[config.mk]
export PLATFORM = sky130hd
export DESIGN_NAME = slice_coefficient_bit_decoder
export DESIGN_NICKNAME = d
export VERILOG_FILES = /design/src/hdl/scd_pkg.sv /design/src/hdl/slice_coefficient_bit_decoder.sv /design/src/hdl/scd_front.sv /design/src/hdl/scd_queue.sv /design/src/hdl/scd_back.sv
export SDC_FILE = /design/constraint.sdc
export NUM_CORES = 1
export LEC_CHECK = 0
export ABC_AREA = 1
export BUFFER_PORTS_ARGS = -buffer_cell sky130_fd_sc_hd__buf_2
export CORE_UTILIZATION = 55
export DETAILED_ROUTE_END_ITERATION = 10
export GPL_ROUTABILITY_DRIVEN = 0
export GPL_TIMING_DRIVEN = 1
export PLACE_DENSITY = 0.75
export SLEW_MARGIN = 10
export SYNTH_ARGS = -nofsm -noshare
export SYNTH_HDL_FRONTEND = slang
export SYNTH_HIERARCHICAL = 1
export SYNTH_SLANG_ARGS = --single-unit
[constraint.sdc]
create_clock -name clk_i -period 7.1 [get_ports clk_i]
set_input_delay 0 -clock clk_i [delete_from_list [all_inputs] [get_ports clk_i]]
set_output_delay 0 -clock clk_i [all_outputs]
set_load 0.01 [all_outputs]
[src/hdl/scd_pkg.sv]
`default_nettype none
package scd_pkg;

  localparam int unsigned MAX_SLICE_MBS = 32;
  localparam int unsigned QUEUE_DEPTH   = 2;
  localparam int unsigned QPTR_W        = $clog2(QUEUE_DEPTH);
  localparam int unsigned QCNT_W        = $clog2(QUEUE_DEPTH + 1);

  localparam int unsigned ACC_W         = 25;
  localparam logic [8:0]  IDX_NONE      = 9'h1FF;
  localparam logic [4:0]  UNARY_CAP     = 5'd31;
  localparam logic [5:0]  EG_PREFIX_CAP = 6'd17;
  localparam logic [4:0]  HDR_BITS      = 5'd5;
  localparam logic [4:0]  SKIP_HDR_BITS = 5'd4;

  typedef enum logic [1:0] {
    KIND_WRITE = 2'd0,
    KIND_DONE  = 2'd1,
    KIND_ERROR = 2'd2
  } kind_e;

  typedef enum logic [6:0] {
    PH_IDLE    = 7'b0000001,
    PH_HDR     = 7'b0000010,
    PH_SKIPHDR = 7'b0000100,
    PH_PREFIX  = 7'b0001000,
    PH_SUFFIX  = 7'b0010000,
    PH_EXTRA   = 7'b0100000,
    PH_DONE    = 7'b1000000
  } phase_e;

  typedef struct packed {
    kind_e       kind;
    logic [1:0]  band;
    logic [4:0]  mb;
    logic [7:0]  idx;
    logic [1:0]  tsel;
    logic [15:0] val;
    logic        fin;
  } event_t;

  typedef struct packed {
    logic       ok;
    logic       neg;
    logic       wide;
    logic [7:0] base;
  } scan_row_t;

  function automatic logic [7:0] band_size(input logic [1:0] band);
    logic [7:0] s;
    case (band)
      2'd0:    s = 8'd64;
      2'd1:    s = 8'd32;
      2'd2:    s = 8'd192;
      default: s = 8'd96;
    endcase
    return s;
  endfunction

  // zigzag order inside one 4x4 block
  function automatic logic [3:0] zz4(input logic [3:0] i);
    logic [3:0] p;
    case (i)
      4'd0:  p = 4'd0;   4'd1:  p = 4'd4;   4'd2:  p = 4'd1;   4'd3:  p = 4'd2;
      4'd4:  p = 4'd5;   4'd5:  p = 4'd8;   4'd6:  p = 4'd12;  4'd7:  p = 4'd9;
      4'd8:  p = 4'd6;   4'd9:  p = 4'd3;   4'd10: p = 4'd7;   4'd11: p = 4'd10;
      4'd12: p = 4'd13;  4'd13: p = 4'd14;  4'd14: p = 4'd11;  default: p = 4'd15;
    endcase
    return p;
  endfunction

  // each 16-entry row of a scan table is base +/- block offset, row stride 4 or 8
  function automatic scan_row_t scan_row(input logic [1:0] t, input logic [3:0] row);
    scan_row_t r;
    r = '{ok: 1'b1, neg: 1'b0, wide: 1'b0, base: 8'd0};
    case ({t, row})
      {2'd0, 4'd0}:  r.base = 8'd0;
      {2'd0, 4'd1}:  begin r.neg = 1'b1; r.base = 8'd47; end
      {2'd0, 4'd2}:  r.base = 8'd16;
      {2'd0, 4'd3}:  begin r.neg = 1'b1; r.base = 8'd63; end
      {2'd1, 4'd0}:  r.base = 8'd0;
      {2'd1, 4'd1}:  begin r.neg = 1'b1; r.base = 8'd31; end
      {2'd1, 4'd2}:  r.base = 8'd32;
      {2'd1, 4'd3}:  begin r.neg = 1'b1; r.base = 8'd63; end
      {2'd2, 4'd0}:  begin r.wide = 1'b1; r.base = 8'd64; end
      {2'd2, 4'd1}:  r.base = 8'd0;
      {2'd2, 4'd2}:  r.base = 8'd16;
      {2'd2, 4'd3}:  begin r.neg = 1'b1; r.wide = 1'b1; r.base = 8'd155; end
      {2'd2, 4'd4}:  begin r.neg = 1'b1; r.base = 8'd47; end
      {2'd2, 4'd5}:  begin r.neg = 1'b1; r.base = 8'd63; end
      {2'd2, 4'd6}:  begin r.wide = 1'b1; r.base = 8'd96; end
      {2'd2, 4'd7}:  begin r.wide = 1'b1; r.base = 8'd68; end
      {2'd2, 4'd8}:  begin r.wide = 1'b1; r.base = 8'd100; end
      {2'd2, 4'd9}:  begin r.neg = 1'b1; r.wide = 1'b1; r.base = 8'd187; end
      {2'd2, 4'd10}: begin r.neg = 1'b1; r.wide = 1'b1; r.base = 8'd159; end
      {2'd2, 4'd11}: begin r.neg = 1'b1; r.wide = 1'b1; r.base = 8'd191; end
      {2'd3, 4'd0}:  begin r.wide = 1'b1; r.base = 8'd16; end
      {2'd3, 4'd1}:  r.base = 8'd0;
      {2'd3, 4'd2}:  begin r.wide = 1'b1; r.base = 8'd20; end
      {2'd3, 4'd3}:  begin r.neg = 1'b1; r.wide = 1'b1; r.base = 8'd95; end
      {2'd3, 4'd4}:  begin r.neg = 1'b1; r.base = 8'd63; end
      {2'd3, 4'd5}:  begin r.neg = 1'b1; r.wide = 1'b1; r.base = 8'd91; end
      {2'd3, 4'd6}:  begin r.wide = 1'b1; r.base = 8'd112; end
      {2'd3, 4'd7}:  r.base = 8'd96;
      {2'd3, 4'd8}:  begin r.wide = 1'b1; r.base = 8'd116; end
      {2'd3, 4'd9}:  begin r.neg = 1'b1; r.wide = 1'b1; r.base = 8'd191; end
      {2'd3, 4'd10}: begin r.neg = 1'b1; r.base = 8'd159; end
      {2'd3, 4'd11}: begin r.neg = 1'b1; r.wide = 1'b1; r.base = 8'd187; end
      default:       r.ok = 1'b0;
    endcase
    return r;
  endfunction

  function automatic logic [7:0] scan_entry(input logic [1:0] t, input logic [7:0] idx);
    scan_row_t  r;
    logic [3:0] p;
    logic [7:0] off;
    r   = scan_row(t, idx[7:4]);
    p   = zz4(idx[3:0]);
    off = r.wide ? {3'b000, p[3:2], 1'b0, p[1:0]} : {4'b0000, p};
    if (!r.ok) begin
      return 8'd0;
    end
    return r.neg ? (r.base - off) : (r.base + off);
  endfunction

endpackage
`default_nettype wire

[src/hdl/slice_coefficient_bit_decoder.sv]
// channel   | handshake                      | payload
// in        | in_valid_i / in_ready_o        | stream_bit_i slice_start_i slice_mbs_i
//           |                                | slice_last_bit_i
// out       | out_valid_o / out_ready_i      | result_kind_o band_number_o
//           |                                | macroblock_index_o coeff_position_o
//           |                                | coeff_value_o slice_end_o
// cfg       | cfg_valid_i / cfg_ready_o      | cfg_interlaced_mode_i
//
// one stream bit per clock while the queue has room; the bit parser finishes each bit in the cycle it is taken
// a result is written into the queue when its bit is taken, then loaded into the output
// register with its scan lookup
// a two-entry queue between parser and output stage absorbs output stalls; in_ready_o
// drops only when that queue is full
// reset is asynchronous active low and leaves the parser waiting for a slice start
`default_nettype none
module slice_coefficient_bit_decoder #(
  parameter int unsigned MaxSliceMbs = scd_pkg::MAX_SLICE_MBS
) (
  input  wire logic        clk_i,
  input  wire logic        rst_ni,
  input  wire logic        in_valid_i,
  output logic             in_ready_o,
  input  wire logic        stream_bit_i,
  input  wire logic        slice_start_i,
  input  wire logic [5:0]  slice_mbs_i,
  input  wire logic        slice_last_bit_i,
  output logic             out_valid_o,
  input  wire logic        out_ready_i,
  output logic [1:0]       result_kind_o,
  output logic [1:0]       band_number_o,
  output logic [4:0]       macroblock_index_o,
  output logic [7:0]       coeff_position_o,
  output logic [15:0]      coeff_value_o,
  output logic             slice_end_o,
  input  wire logic        cfg_valid_i,
  output logic             cfg_ready_o,
  input  wire logic        cfg_interlaced_mode_i
);
  import scd_pkg::*;

  logic   interlaced_q;
  logic   push_valid, push_ready, pop_valid, pop_ready;
  event_t push_ev, pop_ev;

  assign cfg_ready_o = 1'b1;

  always_ff @(posedge clk_i or negedge rst_ni) begin
    if (!rst_ni) begin
      interlaced_q <= 1'b0;
    end else if (cfg_valid_i) begin
      interlaced_q <= cfg_interlaced_mode_i;
    end
  end

  scd_front #(.MaxSliceMbs(MaxSliceMbs)) u_front (
    .clk_i            (clk_i),
    .rst_ni           (rst_ni),
    .in_valid_i       (in_valid_i),
    .in_ready_o       (in_ready_o),
    .stream_bit_i     (stream_bit_i),
    .slice_start_i    (slice_start_i),
    .slice_mbs_i      (slice_mbs_i),
    .slice_last_bit_i (slice_last_bit_i),
    .interlaced_i     (interlaced_q),
    .push_ready_i     (push_ready),
    .push_valid_o     (push_valid),
    .push_ev_o        (push_ev)
  );

  scd_queue u_queue (
    .clk_i        (clk_i),
    .rst_ni       (rst_ni),
    .push_valid_i (push_valid),
    .push_ready_o (push_ready),
    .push_ev_i    (push_ev),
    .pop_valid_o  (pop_valid),
    .pop_ready_i  (pop_ready),
    .pop_ev_o     (pop_ev)
  );

  scd_back u_back (
    .clk_i              (clk_i),
    .rst_ni             (rst_ni),
    .ev_valid_i         (pop_valid),
    .ev_ready_o         (pop_ready),
    .ev_i               (pop_ev),
    .out_valid_o        (out_valid_o),
    .out_ready_i        (out_ready_i),
    .result_kind_o      (result_kind_o),
    .band_number_o      (band_number_o),
    .macroblock_index_o (macroblock_index_o),
    .coeff_position_o   (coeff_position_o),
    .coeff_value_o      (coeff_value_o),
    .slice_end_o        (slice_end_o)
  );

endmodule
`default_nettype wire

[src/hdl/scd_front.sv]
`default_nettype none
module scd_front #(
  parameter int unsigned MaxSliceMbs = scd_pkg::MAX_SLICE_MBS
) (
  input  wire logic          clk_i,
  input  wire logic          rst_ni,
  input  wire logic          in_valid_i,
  output logic               in_ready_o,
  input  wire logic          stream_bit_i,
  input  wire logic          slice_start_i,
  input  wire logic [5:0]    slice_mbs_i,
  input  wire logic          slice_last_bit_i,
  input  wire logic          interlaced_i,
  input  wire logic          push_ready_i,
  output logic               push_valid_o,
  output scd_pkg::event_t    push_ev_o
);
  import scd_pkg::*;

  phase_e             phase_q, phase_d;
  logic               skip_q, skip_d;
  logic [1:0]         band_q, band_d;
  logic [4:0]         mb_q, mb_d;
  logic [8:0]         cidx_q, cidx_d;
  logic [8:0]         hdr_q, hdr_d;
  logic [4:0]         zrun_q, zrun_d;
  logic [ACC_W-1:0]   acc_q, acc_d;
  logic [4:0]         rem_q, rem_d;
  logic [5:0]         width_q, width_d;

  logic               fire;
  logic               do_enter, do_finish, do_begin, do_endmb, do_next;
  logic [ACC_W-1:0]   enter_val, fin_val, shifted;
  logic [2:0]         extra_n;
  logic [8:0]         base;
  logic [16:0]        sum;
  logic [5:0]         mb_inc;
  logic [7:0]         num;
  event_t             ev;
  logic               ev_valid;

  assign fire         = in_valid_i & push_ready_i;
  assign in_ready_o   = push_ready_i;
  assign push_valid_o = fire & ev_valid;
  assign push_ev_o    = ev;

  always_comb begin
    phase_d = phase_q; skip_d = skip_q; band_d = band_q; mb_d = mb_q; cidx_d = cidx_q;
    hdr_d = hdr_q; zrun_d = zrun_q; acc_d = acc_q; rem_d = rem_q; width_d = width_q;
    ev = '0;
    ev.kind = KIND_WRITE;
    ev_valid = 1'b0;
    do_enter = 1'b0; do_finish = 1'b0; do_begin = 1'b0; do_endmb = 1'b0; do_next = 1'b0;
    enter_val = '0; fin_val = '0;
    extra_n = 3'd0; base = 9'd0; sum = 17'd0; mb_inc = 6'd0;
    num = band_size(band_q);
    shifted = {acc_q[ACC_W-2:0], stream_bit_i};
    if (fire) begin
      if (slice_start_i) begin
        width_d = (slice_mbs_i > 6'(MaxSliceMbs)) ? 6'(MaxSliceMbs) : slice_mbs_i;
        band_d = 2'd0; mb_d = 5'd0; cidx_d = IDX_NONE; hdr_d = 9'd0; zrun_d = 5'd0;
        acc_d = '0; rem_d = HDR_BITS; phase_d = PH_HDR; skip_d = 1'b0;
        shifted = {{(ACC_W-1){1'b0}}, stream_bit_i};
      end
      if (phase_d != PH_IDLE && phase_d != PH_DONE) begin
        case (phase_d)
          PH_HDR: begin
            hdr_d = {hdr_d[7:0], stream_bit_i};
            rem_d = rem_d - 5'd1;
            if (rem_d == 5'd0) begin
              if (hdr_d[4]) begin
                rem_d   = SKIP_HDR_BITS;
                phase_d = PH_SKIPHDR;
              end else begin
                hdr_d    = {hdr_d[4:0], 4'b0000};
                do_begin = 1'b1;
              end
            end
          end
          PH_SKIPHDR: begin
            hdr_d = {hdr_d[7:0], stream_bit_i};
            rem_d = rem_d - 5'd1;
            if (rem_d == 5'd0) begin
              do_begin = 1'b1;
            end
          end
          PH_PREFIX: begin
            if (!(skip_d ? hdr_d[3] : hdr_d[7])) begin
              // unary, capped without terminator
              if (stream_bit_i) begin
                do_enter  = 1'b1;
                enter_val = ACC_W'(zrun_d);
              end else begin
                zrun_d = zrun_d + 5'd1;
                if (zrun_d == UNARY_CAP) begin
                  do_enter  = 1'b1;
                  enter_val = ACC_W'(UNARY_CAP);
                end
              end
            end else if (stream_bit_i) begin
              if (zrun_d == 5'd0) begin
                do_enter = 1'b1;
              end else begin
                rem_d   = zrun_d;
                acc_d   = ACC_W'(1);
                phase_d = PH_SUFFIX;
              end
            end else begin
              zrun_d = zrun_d + 5'd1;
              if ({1'b0, zrun_d} == EG_PREFIX_CAP) begin
                ev       = '0;
                ev.kind  = KIND_ERROR;
                ev.fin   = 1'b1;
                ev_valid = 1'b1;
                phase_d  = PH_DONE;
              end
            end
          end
          PH_SUFFIX: begin
            acc_d = shifted;
            rem_d = rem_d - 5'd1;
            if (rem_d == 5'd0) begin
              do_enter  = 1'b1;
              enter_val = shifted - ACC_W'(1);
            end
          end
          PH_EXTRA: begin
            acc_d = shifted;
            rem_d = rem_d - 5'd1;
            if (rem_d == 5'd0) begin
              do_finish = 1'b1;
              fin_val   = shifted;
            end
          end
          default: phase_d = PH_DONE;
        endcase

        if (do_enter) begin
          extra_n = skip_d ? hdr_d[2:0] : hdr_d[6:4];
          acc_d   = enter_val;
          if (extra_n == 3'd0) begin
            do_finish = 1'b1;
            fin_val   = enter_val;
          end else begin
            rem_d   = {2'b00, extra_n};
            phase_d = PH_EXTRA;
          end
        end

        if (do_finish) begin
          if (skip_d) begin
            if (|fin_val[ACC_W-1:16]) begin
              ev = '0; ev.kind = KIND_ERROR; ev.fin = 1'b1; ev_valid = 1'b1;
              phase_d = PH_DONE;
            end else begin
              base = (cidx_d == IDX_NONE) ? 9'd0 : cidx_d + 9'd1;
              sum  = 17'(base) + {1'b0, fin_val[15:0]};
              if (sum >= 17'(num)) begin
                do_endmb = 1'b1;
              end else begin
                cidx_d  = sum[8:0];
                phase_d = PH_PREFIX; skip_d = 1'b0; zrun_d = 5'd0; acc_d = '0;
              end
            end
          end else if ((hdr_d[8] && fin_val >= ACC_W'(17'hFFFF)) || (|fin_val[ACC_W-1:16])) begin
            ev = '0; ev.kind = KIND_ERROR; ev.fin = 1'b1; ev_valid = 1'b1;
            phase_d = PH_DONE;
          end else begin
            ev_valid = 1'b1;
            ev.kind  = KIND_WRITE;
            ev.band  = band_d;
            ev.mb    = mb_d;
            ev.idx   = cidx_d[7:0];
            ev.tsel  = band_d | {1'b0, ~interlaced_i};
            ev.val   = hdr_d[8] ? (fin_val[15:0] + 16'd1) : fin_val[15:0];
            ev.fin   = 1'b0;
            if ({1'b0, cidx_d} + 10'd1 >= 10'(num)) begin
              do_endmb = 1'b1;
            end else begin
              if (!hdr_d[8]) begin
                cidx_d = cidx_d + 9'd1;
              end
              phase_d = PH_PREFIX; skip_d = hdr_d[8]; zrun_d = 5'd0; acc_d = '0;
            end
          end
        end

        if (do_begin) begin
          mb_d = 5'd0;
          if (width_d == 6'd0) begin
            do_next = 1'b1;
          end else begin
            cidx_d  = hdr_d[8] ? IDX_NONE : 9'd0;
            phase_d = PH_PREFIX; skip_d = hdr_d[8]; zrun_d = 5'd0; acc_d = '0;
          end
        end

        if (do_endmb) begin
          mb_inc = {1'b0, mb_d} + 6'd1;
          if (mb_inc >= width_d) begin
            do_next = 1'b1;
          end else begin
            mb_d    = mb_inc[4:0];
            cidx_d  = hdr_d[8] ? IDX_NONE : 9'd0;
            phase_d = PH_PREFIX; skip_d = hdr_d[8]; zrun_d = 5'd0; acc_d = '0;
          end
        end

        if (do_next) begin
          if (band_d == 2'd3) begin
            phase_d = PH_DONE;
            if (!ev_valid) begin
              ev       = '0;
              ev.kind  = KIND_DONE;
              ev_valid = 1'b1;
            end
            ev.fin = 1'b1;
          end else begin
            band_d  = band_d + 2'd1;
            hdr_d   = 9'd0;
            rem_d   = HDR_BITS;
            phase_d = PH_HDR;
            skip_d  = 1'b0;
          end
        end

        // slice data ran out before decoding finished
        if (slice_last_bit_i && phase_d != PH_DONE) begin
          ev = '0; ev.kind = KIND_ERROR; ev.fin = 1'b1; ev_valid = 1'b1;
          phase_d = PH_DONE;
        end
      end
    end
  end

  always_ff @(posedge clk_i or negedge rst_ni) begin
    if (!rst_ni) begin
      phase_q <= PH_IDLE;
      skip_q  <= 1'b0;
      band_q  <= 2'd0;
      mb_q    <= 5'd0;
      cidx_q  <= IDX_NONE;
      hdr_q   <= 9'd0;
      zrun_q  <= 5'd0;
      acc_q   <= '0;
      rem_q   <= 5'd0;
      width_q <= 6'd0;
    end else begin
      phase_q <= phase_d;
      skip_q  <= skip_d;
      band_q  <= band_d;
      mb_q    <= mb_d;
      cidx_q  <= cidx_d;
      hdr_q   <= hdr_d;
      zrun_q  <= zrun_d;
      acc_q   <= acc_d;
      rem_q   <= rem_d;
      width_q <= width_d;
    end
  end

endmodule
`default_nettype wire

[src/hdl/scd_queue.sv]
`default_nettype none
module scd_queue (
  input  wire logic          clk_i,
  input  wire logic          rst_ni,
  input  wire logic          push_valid_i,
  output logic               push_ready_o,
  input  wire scd_pkg::event_t push_ev_i,
  output logic               pop_valid_o,
  input  wire logic          pop_ready_i,
  output scd_pkg::event_t    pop_ev_o
);
  import scd_pkg::*;

  event_t             entry_q [QUEUE_DEPTH];
  logic [QPTR_W-1:0]  wptr_q, rptr_q;
  logic [QCNT_W-1:0]  count_q;
  logic               do_push, do_pop;

  assign push_ready_o = (count_q != QCNT_W'(QUEUE_DEPTH));
  assign pop_valid_o  = (count_q != '0);
  assign pop_ev_o     = entry_q[rptr_q];
  assign do_push      = push_valid_i & push_ready_o;
  assign do_pop       = pop_valid_o & pop_ready_i;

  always_ff @(posedge clk_i) begin
    if (do_push) begin
      entry_q[wptr_q] <= push_ev_i;
    end
  end

  always_ff @(posedge clk_i or negedge rst_ni) begin
    if (!rst_ni) begin
      wptr_q  <= '0;
      rptr_q  <= '0;
      count_q <= '0;
    end else begin
      if (do_push) begin
        wptr_q <= (wptr_q == QPTR_W'(QUEUE_DEPTH - 1)) ? '0 : wptr_q + QPTR_W'(1);
      end
      if (do_pop) begin
        rptr_q <= (rptr_q == QPTR_W'(QUEUE_DEPTH - 1)) ? '0 : rptr_q + QPTR_W'(1);
      end
      case ({do_push, do_pop})
        2'b10:   count_q <= count_q + QCNT_W'(1);
        2'b01:   count_q <= count_q - QCNT_W'(1);
        default: count_q <= count_q;
      endcase
    end
  end

endmodule
`default_nettype wire

[src/hdl/scd_back.sv]
`default_nettype none
module scd_back (
  input  wire logic            clk_i,
  input  wire logic            rst_ni,
  input  wire logic            ev_valid_i,
  output logic                 ev_ready_o,
  input  wire scd_pkg::event_t ev_i,
  output logic                 out_valid_o,
  input  wire logic            out_ready_i,
  output logic [1:0]           result_kind_o,
  output logic [1:0]           band_number_o,
  output logic [4:0]           macroblock_index_o,
  output logic [7:0]           coeff_position_o,
  output logic [15:0]          coeff_value_o,
  output logic                 slice_end_o
);
  import scd_pkg::*;

  logic        valid_q;
  logic [1:0]  kind_q;
  logic [1:0]  band_q;
  logic [4:0]  mb_q;
  logic [7:0]  pos_q, pos_d;
  logic [15:0] val_q;
  logic        end_q;
  logic        load;

  assign ev_ready_o = !valid_q || out_ready_i;
  assign load       = ev_valid_i && ev_ready_o;
  assign pos_d      = (ev_i.kind == KIND_WRITE) ? scan_entry(ev_i.tsel, ev_i.idx) : 8'd0;

  always_ff @(posedge clk_i or negedge rst_ni) begin
    if (!rst_ni) begin
      valid_q <= 1'b0;
    end else if (ev_ready_o) begin
      valid_q <= ev_valid_i;
    end
  end

  always_ff @(posedge clk_i) begin
    if (load) begin
      kind_q <= ev_i.kind;
      band_q <= ev_i.band;
      mb_q   <= ev_i.mb;
      pos_q  <= pos_d;
      val_q  <= ev_i.val;
      end_q  <= ev_i.fin;
    end
  end

  assign out_valid_o        = valid_q;
  assign result_kind_o      = kind_q;
  assign band_number_o      = band_q;
  assign macroblock_index_o = mb_q;
  assign coeff_position_o   = pos_q;
  assign coeff_value_o      = val_q;
  assign slice_end_o        = end_q;

endmodule
`default_nettype wire

Word-level counts from Yosys, hierarchy flattened:

Memory sizes are Yosys's and may differ from the RTL's.
Cells that the tools add are included.

* flip-flop bits (word level): 114
* bits in writable memories: 72
* ROM bits: 64
* output and inout bits: 37
* memories kept: 2

Memories
* u_queue.entry_q: depth 2, width 36, read ports 1, clocked after memory_dff 0, wr ports 1, RTL line scd_queue.sv:14 `event_t entry_q [QUEUE_DEPTH];`
* (name not given): depth 16, width 4, read ports 1, clocked after memory_dff 0, wr ports 0, RTL line scd_pkg.sv:63 `case (i)`

* add/sub/neg operators: 15
* order comparisons: 5
* eq/ne operators: 48
* mux-type cells: 221
* bitwise logic cells: 6
* reduce and logical (&&, ||, !) cells: 30

Operators with widths (number)
* $mux 25: 30
* $mux 36: 14
* $mux 9: 25
* $mux 7: 28
* $mux 5: 36
* $eq 6x6->1 const B: 24
* $pmux 8 s18: 1
* $pmux 25 s2: 2
* $mux 1: 67
* $reduce_or 16->1: 2
* $reduce_or 32->1: 1
* $ge 25x16->1 const B: 1
* $sub 25x1->25 const B: 1
* $eq 6x5->1 const B: 4
* $pmux 8 s3: 1
* $pmux 7 s3: 1
* $mux 6: 3
* $pmux 9 s2: 1
* $add 9x16->17: 1
* $ge 17x8->1: 1
* $add 16x1->16 const B: 1
* $mux 16: 1
* $pmux 5 s3: 1
* $ne 7x7->1 const B: 2
* other kinds (47): 76

Depth between registers and ports, before layout:

* word-level depth: 38
* gate-level depth with buffers: 52
* gate-level depth less buffers: 49

Modules after synthesis:

The synthesis kept the hierarchy.

By module, submodules not included
* scd_front: instances 1, cells an instance 1429, area an instance 8762.2 um^2, seq. area each 1839.3 um^2
* scd_queue: instances 1, cells an instance 217, area an instance 2870.3 um^2, seq. area each 2262.2 um^2
* scd_back: instances 1, cells an instance 269, area an instance 2333.5 um^2, seq. area each 1046.0 um^2
* slice_coefficient_bit_decoder: instances 1, cells an instance 7, area an instance 51.3 um^2, seq. area each 25.0 um^2

Worst setup path before layout:

No wires, ideal clock.

* kind: input port to flip-flop
* start: input slice_start_i
* end: memory u_queue/entry_q[0][0] (netlist name) (enable)
* arrival: 6.698 ns
* setup slack: -0.027 ns
* stages: 45
* path buffers: 5
* path through: inv_2 -> buf_6 -> buf_6 -> buf_2 -> buf_4 -> nand2_1 -> ha_1 -> nand2_1 -> nor2_4 -> nand2_2 -> nand2_1 -> nand3_1 -> nand4_1 -> nand2_2 -> nand4_2 -> buf_4 -> nand2_1 -> nand2_1 -> (+9 left out) -> a21boi_0 -> o21ai_0 -> nand3b_1 -> nor2_1 -> nand3_1 -> nor2_4 -> nand2_1 -> nand2_1 -> nand2_4 -> nand3_2 -> nand2_4 -> nand2_2 -> nand3_4 -> nand2_1 -> nand2_1 -> inv_1 -> nand2_4 -> nor2_1

* longest elaborated chain between the ends: 37
* elaborated cells between the ends (all ways): 152
* those cells by class: add/sub (7); order compare (4); eq/ne (12); mux (117); bitwise (2); reduce/logical (10)

RTL lines
* start: declaration: RTL line slice_coefficient_bit_decoder.sv:24 `input wire logic slice_start_i,`
* $mux 5: RTL line scd_front.sv:59 `if (slice_start_i) begin`
* $mux 5: RTL line scd_front.sv:58 `if (fire) begin`
* $add 5x1->5 or $sub 5x1->5 (tied branches)
* $eq 5x5->1 or $logic_not 5->1 (tied branches)
* $mux 5 or $mux 9 (tied branches): RTL line scd_front.sv:95, scd_front.sv:70
* $mux 25 or $pmux 9 s2 (tied branches): RTL line scd_front.sv:90, scd_front.sv:66
* $mux 25 or $mux 9 (tied branches): RTL line scd_front.sv:88, scd_front.sv:65
* $pmux 25 s2 or $mux 9 (tied branches): RTL line scd_front.sv:66, scd_front.sv:58
* (+22 left out)
* $mux 1: RTL line scd_front.sv:228 `if (slice_last_bit_i && phase_d != PH_DONE) begin`
* $mux 1 *: RTL line scd_front.sv:65 `if (phase_d != PH_IDLE && phase_d != PH_DONE) begin`
* $mux 1 *: RTL line scd_front.sv:58
* $and 1x1->1 *: RTL line scd_front.sv:44 `assign push_valid_o = fire & ev_valid;`
* named net push_valid: RTL line slice_coefficient_bit_decoder.sv:42 `logic push_valid, push_ready, pop_valid, pop_ready;`
* $and 1x1->1 *: RTL line scd_queue.sv:22 `assign do_push = push_valid_i & push_ready_o;`
* $mux 1 *: RTL line scd_queue.sv:26 `if (do_push) begin`
* $mux 1 (not written as such) *: RTL line scd_queue.sv:27 `entry_q[wptr_q] <= push_ev_i;`
* end: declaration: RTL line scd_queue.sv:14

Mark *: on every way through the listed nets, which the timed path passes. The rest lies on a longest branch. The select of a mux whose other input is x is not followed.

Worst setup path in the final report:

* start: register u_front.phase_q[1]
* end: register u_queue.count_q[1]

* longest elaborated chain between the ends: 35
* elaborated cells between the ends (all ways): 101
* those cells by class: add/sub (2); order compare (3); eq/ne (10); mux (76); bitwise (2); reduce/logical (8)

RTL lines
* start: declaration: RTL line scd_front.sv:20 `phase_e phase_q, phase_d;`
* start signal: assignment: RTL line scd_front.sv:249 `phase_q <= phase_d;`
* $mux 7 *: RTL line scd_front.sv:59
* $mux 7 *: RTL line scd_front.sv:58
* $eq 7x3->1 or $eq 7x2->1 (tied branches): RTL line scd_front.sv:66 `case (phase_d)`
* $pmux 9 s2: RTL line scd_front.sv:66
* $mux 9: RTL line scd_front.sv:65
* $mux 9: RTL line scd_front.sv:58
* $mux 3: RTL line scd_front.sv:139 `extra_n = skip_d ? hdr_d[2:0] : hdr_d[6:4];`
* $logic_not 3->1: RTL line scd_front.sv:141 `if (extra_n == 3'd0) begin`
* (+20 left out)
* $mux 1: RTL line scd_front.sv:228
* $mux 1 *: RTL line scd_front.sv:65
* $mux 1 *: RTL line scd_front.sv:58
* $and 1x1->1 *: RTL line scd_front.sv:44
* named net push_valid: RTL line slice_coefficient_bit_decoder.sv:42
* $and 1x1->1 *: RTL line scd_queue.sv:22
* $eq 2x1->1 or $eq 2x2->1 (tied branches): RTL line scd_queue.sv:43 `case ({do_push, do_pop})`
* $pmux 2 s2 or $reduce_bool 2->1 (tied branches)
* end signal: assignment: RTL line scd_queue.sv:44 `2'b10: count_q <= count_q + QCNT_W'(1);`
* end signal: assignment: RTL line scd_queue.sv:45 `2'b01: count_q <= count_q - QCNT_W'(1);`
* end signal: assignment: RTL line scd_queue.sv:46 `default: count_q <= count_q;`
* end: declaration: RTL line scd_queue.sv:16 `logic [QCNT_W-1:0] count_q;`

Marked as above.
A chain may end at the register's enable or synchronous reset.

==> results by group <==
Global routing
  – Total track usage: 27.93%
  – Global route overflow: 0
  – First-pass GRT wire length: 59.09 mm
  – Via count of the first global-routing pass: 12,146
  – Number of antenna violations at the first check in global routing: 0
  – Maximum number of pins on one net before global-route repair: 53

Final layout
  – Layout cell share with drive strength beyond 1: 14.71%
  – Leading cell type in the layout, fill and taps excluded: sky130_fd_sc_hd__nand2_1
  – Nets: 2,019
  – Synth-to-layout area growth: 8.677%
  – Ant. Diodes: 0
  – Sequential Area: 0.005172 mm^2
  – Final core utilization: 60.67%
  – Commonest non-fill, non-tap cells in the layout: 431 x sky130_fd_sc_hd__nand2_1, 235 x sky130_fd_sc_hd__inv_1, 197 x sky130_fd_sc_hd__nor2_1, 146 x sky130_fd_sc_hd__nand3_1, 136 x sky130_fd_sc_hd__o21ai_0
  – Layout fillers: 2,258
  – Post-route standard cell area excluding fillers: 0.01523 mm^2
  – Multi-input gate area: 0.007412 mm^2

Place
  – Port Buffer Count: 50
  – Placement Cell Area: 0.01443 mm^2
  – Detailed-placement wirelength estimate: 25.85 mm
  – Setup slack after placement: 0.3608 ns

Synthesis
  – Total nets after synthesis: 1,982
  – Synth Area per Inst: 7.293 um^2
  – Post-synthesis async set-or-reset flop share: 42.70%
  – Sequential fraction of the synthesis area: 36.90%
  – Combined area of all synthesized cells: 0.01402 mm^2
  – Unique masters post-synth: 64
  – Most instantiated flip-flop cell in the synthesis netlist: sky130_fd_sc_hd__edfxtp_1
  – Post-synth EDFFs: 106
  – Yosys Warn Count: 6
  – Cells after synthesis: 1,922
  – Flip-flop and latch count after synthesis: 185

STA
  – Fmax achieved: 0.1539 GHz
  – Final number of setup-violating endpoints: 0
  – Setup skew after layout: 0.02107 ns
  – Fin Setup TNS: 0 ns
  – Period utilisation layout: 91.50%
  – Final worst slack: 0.6036 ns
  – Relative max-transition margin: 25.04%
  – Hold slack final: 0.02005 ns
  – Final count of pins violating max slew: 0
  – RSZ-0062 raised after global routing: false
  – Transition at the pin with the smallest max-transition slack: 1.122 ns
  – Hold violation count in the final report: 0
  – Final critical path time including I/O delays and setup: 6.496 ns

Power and ir drop
  – Internal power: 0.003072 W
  – Standby leakage power: 7.100 nW
  – Combinational share of power: 56.8%
  – Psw: 0.002911 W
  – Share of total power consumed by net switching: 48.65%
  – Relative contribution of sequential cells to total power: 27.0%
  – Worst vdd rail ir drop: 318.0 uV
  – Cell Pwr Density: 392.7 mW/mm^2
  – Fraction of power consumed by the clock network: 16.2%

Clock network
  – Maximum level of the CTS H-tree: 4
  – CTS root buf: sky130_fd_sc_hd__clkbuf_16
  – TritonCTS clock tree: yes
  – # clock sinks: 185
  – Number of clock buffers inserted by TritonCTS: 17
  – Source-to-sink clock delay at the later pin of the worst-skew pair: 0.45 ns
  – Clock transition at the registers of the reported paths: 0.09 ns
  – Clock Path Buffers: 2

Floorplan
  – Horizontal extent of the die: 161.6 um
  – Die Span Y: 161.6 um
  – Starting density of the core: 55.83%
  – Full die area: 0.02613 mm^2
  – Row count: 58
  – Core Area: 0.02511 mm^2
  – I/O pins: 52

Drt
  – Post-route DRC violation count: 0
  – Length of the first detailed-routing pass in iterations: 6
  – Post-DR wirelength/cell: 15.52 um
  – Iteration-0 DRC Markers: 1,345
  – Detailed-route via count: 13,200
  – Routed vias/inst: 5.734
  – Total Wirelength: 35.73 mm
  – Number of antenna-violating nets in the routed design: 0

Critical path
  – Launch point of the worst reg-to-reg path: u_front/phase_q[1]
  – Worst Setup SP: u_front/phase_q[1]
  – R2R setup slack: 0.60 ns
  – Slowest cell on the critical path: sky130_fd_sc_hd__dfrtp_1
  – Path depth of the worst reg2reg path: 45
  – CP max stage delay: 0.41 ns
  – Critical path class: flip-flop to flip-flop
  – Last element of the critical path: u_queue/count_q[1]
  – WP data arrival: 6.83 ns
  – Terminus of the critical flop-to-flop path: u_queue/count_q[1]
  – Critical Path Source Type: flip-flop
  – CP dominant cell by count: sky130_fd_sc_hd__nand2_1
  – Max Fanout on Critical Path: 13
  – Data required time of the worst path: 7.43 ns
  – Crit end category: flip-flop

Min path
  – HP Class: input pin to async pin

Job
  – Max_cap viols: 0

Outcome
  – Result of the run: complete, no violations
[worst min-delay path by stage]
stage,from,to,slack (ns)
6_report,rst_ni,u_front/acc_q[10],0.02
5_1_grt,slice_start_i,u_front/phase_q[0],0.04
4_1_cts,slice_start_i,u_front/phase_q[0],0.005
3_5_place_dp,rst_ni,u_front/acc_q[8],-0.04
3_3_place_gp,rst_ni,u_front/acc_q[8],-0.04
2_1_floorplan,rst_ni,interlaced_q,-0.30
[final cells by class]
cell class                 instances  share of cell area, %
tap                              330                  2.710
timing repair buffer              86                  3.877
clock buffer                      17                  2.793
inverter                         275                  6.825
clock inverter                    15                  1.183
multi-input combinational       1394                  48.66
sequential                       185                  33.95
[cells in the mapped netlist, types with 5 or more instances]
cell type                  instances  share of area (%)
sky130_fd_sc_hd__a22oi_1          34                1.8
sky130_fd_sc_hd__nor2_2           47                2.1
sky130_fd_sc_hd__a21oi_1         107                3.8
sky130_fd_sc_hd__nand3_1         146                5.2
sky130_fd_sc_hd__nand2_1         432                 12
sky130_fd_sc_hd__o21ai_1           9               0.32
sky130_fd_sc_hd__o21ai_2           8               0.50
sky130_fd_sc_hd__nor2_4           12               0.96
sky130_fd_sc_hd__o22ai_1          18               0.80
sky130_fd_sc_hd__nor3_1           11               0.39
sky130_fd_sc_hd__nand2_4           6               0.48
sky130_fd_sc_hd__clkbuf_1         30               0.80
sky130_fd_sc_hd__xnor2_1           7               0.44
sky130_fd_sc_hd__buf_4            18               0.96
sky130_fd_sc_hd__nand2_2          33                1.5
sky130_fd_sc_hd__inv_2            35               0.94
sky130_fd_sc_hd__ha_1             44                3.9
sky130_fd_sc_hd__buf_2             5               0.18
sky130_fd_sc_hd__edfxtp_1        106                 23
sky130_fd_sc_hd__buf_6            12               0.96
sky130_fd_sc_hd__o21ai_0         136                4.9
sky130_fd_sc_hd__o211ai_1         10               0.54
sky130_fd_sc_hd__dfrtp_1          69                 12
sky130_fd_sc_hd__nand4_1          27                1.2
sky130_fd_sc_hd__nand3_2          12               0.86
sky130_fd_sc_hd__dfstp_2          10                1.9
sky130_fd_sc_hd__nor2_1          198                5.3
sky130_fd_sc_hd__xor2_1           31                1.9
sky130_fd_sc_hd__nor4_1           11               0.49
sky130_fd_sc_hd__a31oi_1           5               0.22
sky130_fd_sc_hd__inv_1           235                6.3
[cells by family (layout without fill, tap and decap cells)]
logic type               count (synthesis)  after routing  synth area share (%)
XOR/XNOR                                38             38                 2.374
adder cells (fa/ha/maj)                 45             45                 4.070
other                                    1              1               0.02675
flip-flops                             185            185                 36.90
AO/OA/AOI/OAI                          352            352                 14.44
buffers and inverters                  343            393                 10.41
AND/OR/NAND/NOR                        958            958                 31.78
[per-layer routing]
layer | global-route usage (%) | share of wire [%] | vias to the layer above
met1 | 36.55 | 43 | 6090
met2 | 46.79 | 47 | 572
met4 | 10.03 | 3.0 | 0
li1 | - | - | 6432
met5 | 0 | 0 | -
met3 | 4.417 | 6.9 | 106
[what timing repair did]
item	CTS	global route
endpoints found under the setup margin	0	73
hold buffers	17	0
setup buffers	0	0
gates resized for setup	0	8
endpoints found under the hold margin	42	0
[power groups by stage]
| stage | combinational, W | sequential (W) | clock (W) |
|---|---|---|---|
| after floorplan | 0.00257 | 0.00167 | 0 |
| after detailed placement | 0.00332 | 0.00164 | 0 |
| final | 0.00340 | 0.00162 | 0.000970 |
| after global placement | 0.00324 | 0.00163 | 0 |
| after CTS | 0.00335 | 0.00162 | 0.000989 |
| after global routing | 0.00380 | 0.00165 | 0.00104 |
[critical path, delay by kind of cell (launching register included)]
kind,cells,cell delay [ns]
AO/OA/AOI/OAI,4,0.58
buffers and inverters,3,0.29
flip-flops,1,0.41
AND/OR/NAND/NOR,34,3.97
XOR/XNOR,1,0.24
adder cells (fa/ha/maj),3,0.89
[flip-flops by register name, summed over array words and instances (netlist names), 2 cells and up]
register                   flops
u_back/macroblock_index_o      5
u_front/rem_q                  5
u_front/hdr_q                  9
u_back/result_kind_o           2
u_front/width_q                6
u_back/band_number_o           2
u_front/mb_q                   5
u_front/band_q                 2
u_back/coeff_position_o        8
u_back/coeff_value_o          16
u_queue/entry_q               72
u_queue/count_q                2
u_front/acc_q                 24
u_front/zrun_q                 5
u_front/phase_q                7
u_front/cidx_q                 9
[per-stage QoR]
step	instances	power, W
CTS	2302	0.005955
floorplan	1922	0.004244
finish	2302	0.005982
global route	2302	0.006485
detailed placement	2253	0.004958
global placement	2253	0.004868
Power figures use the tool's default switching activity.
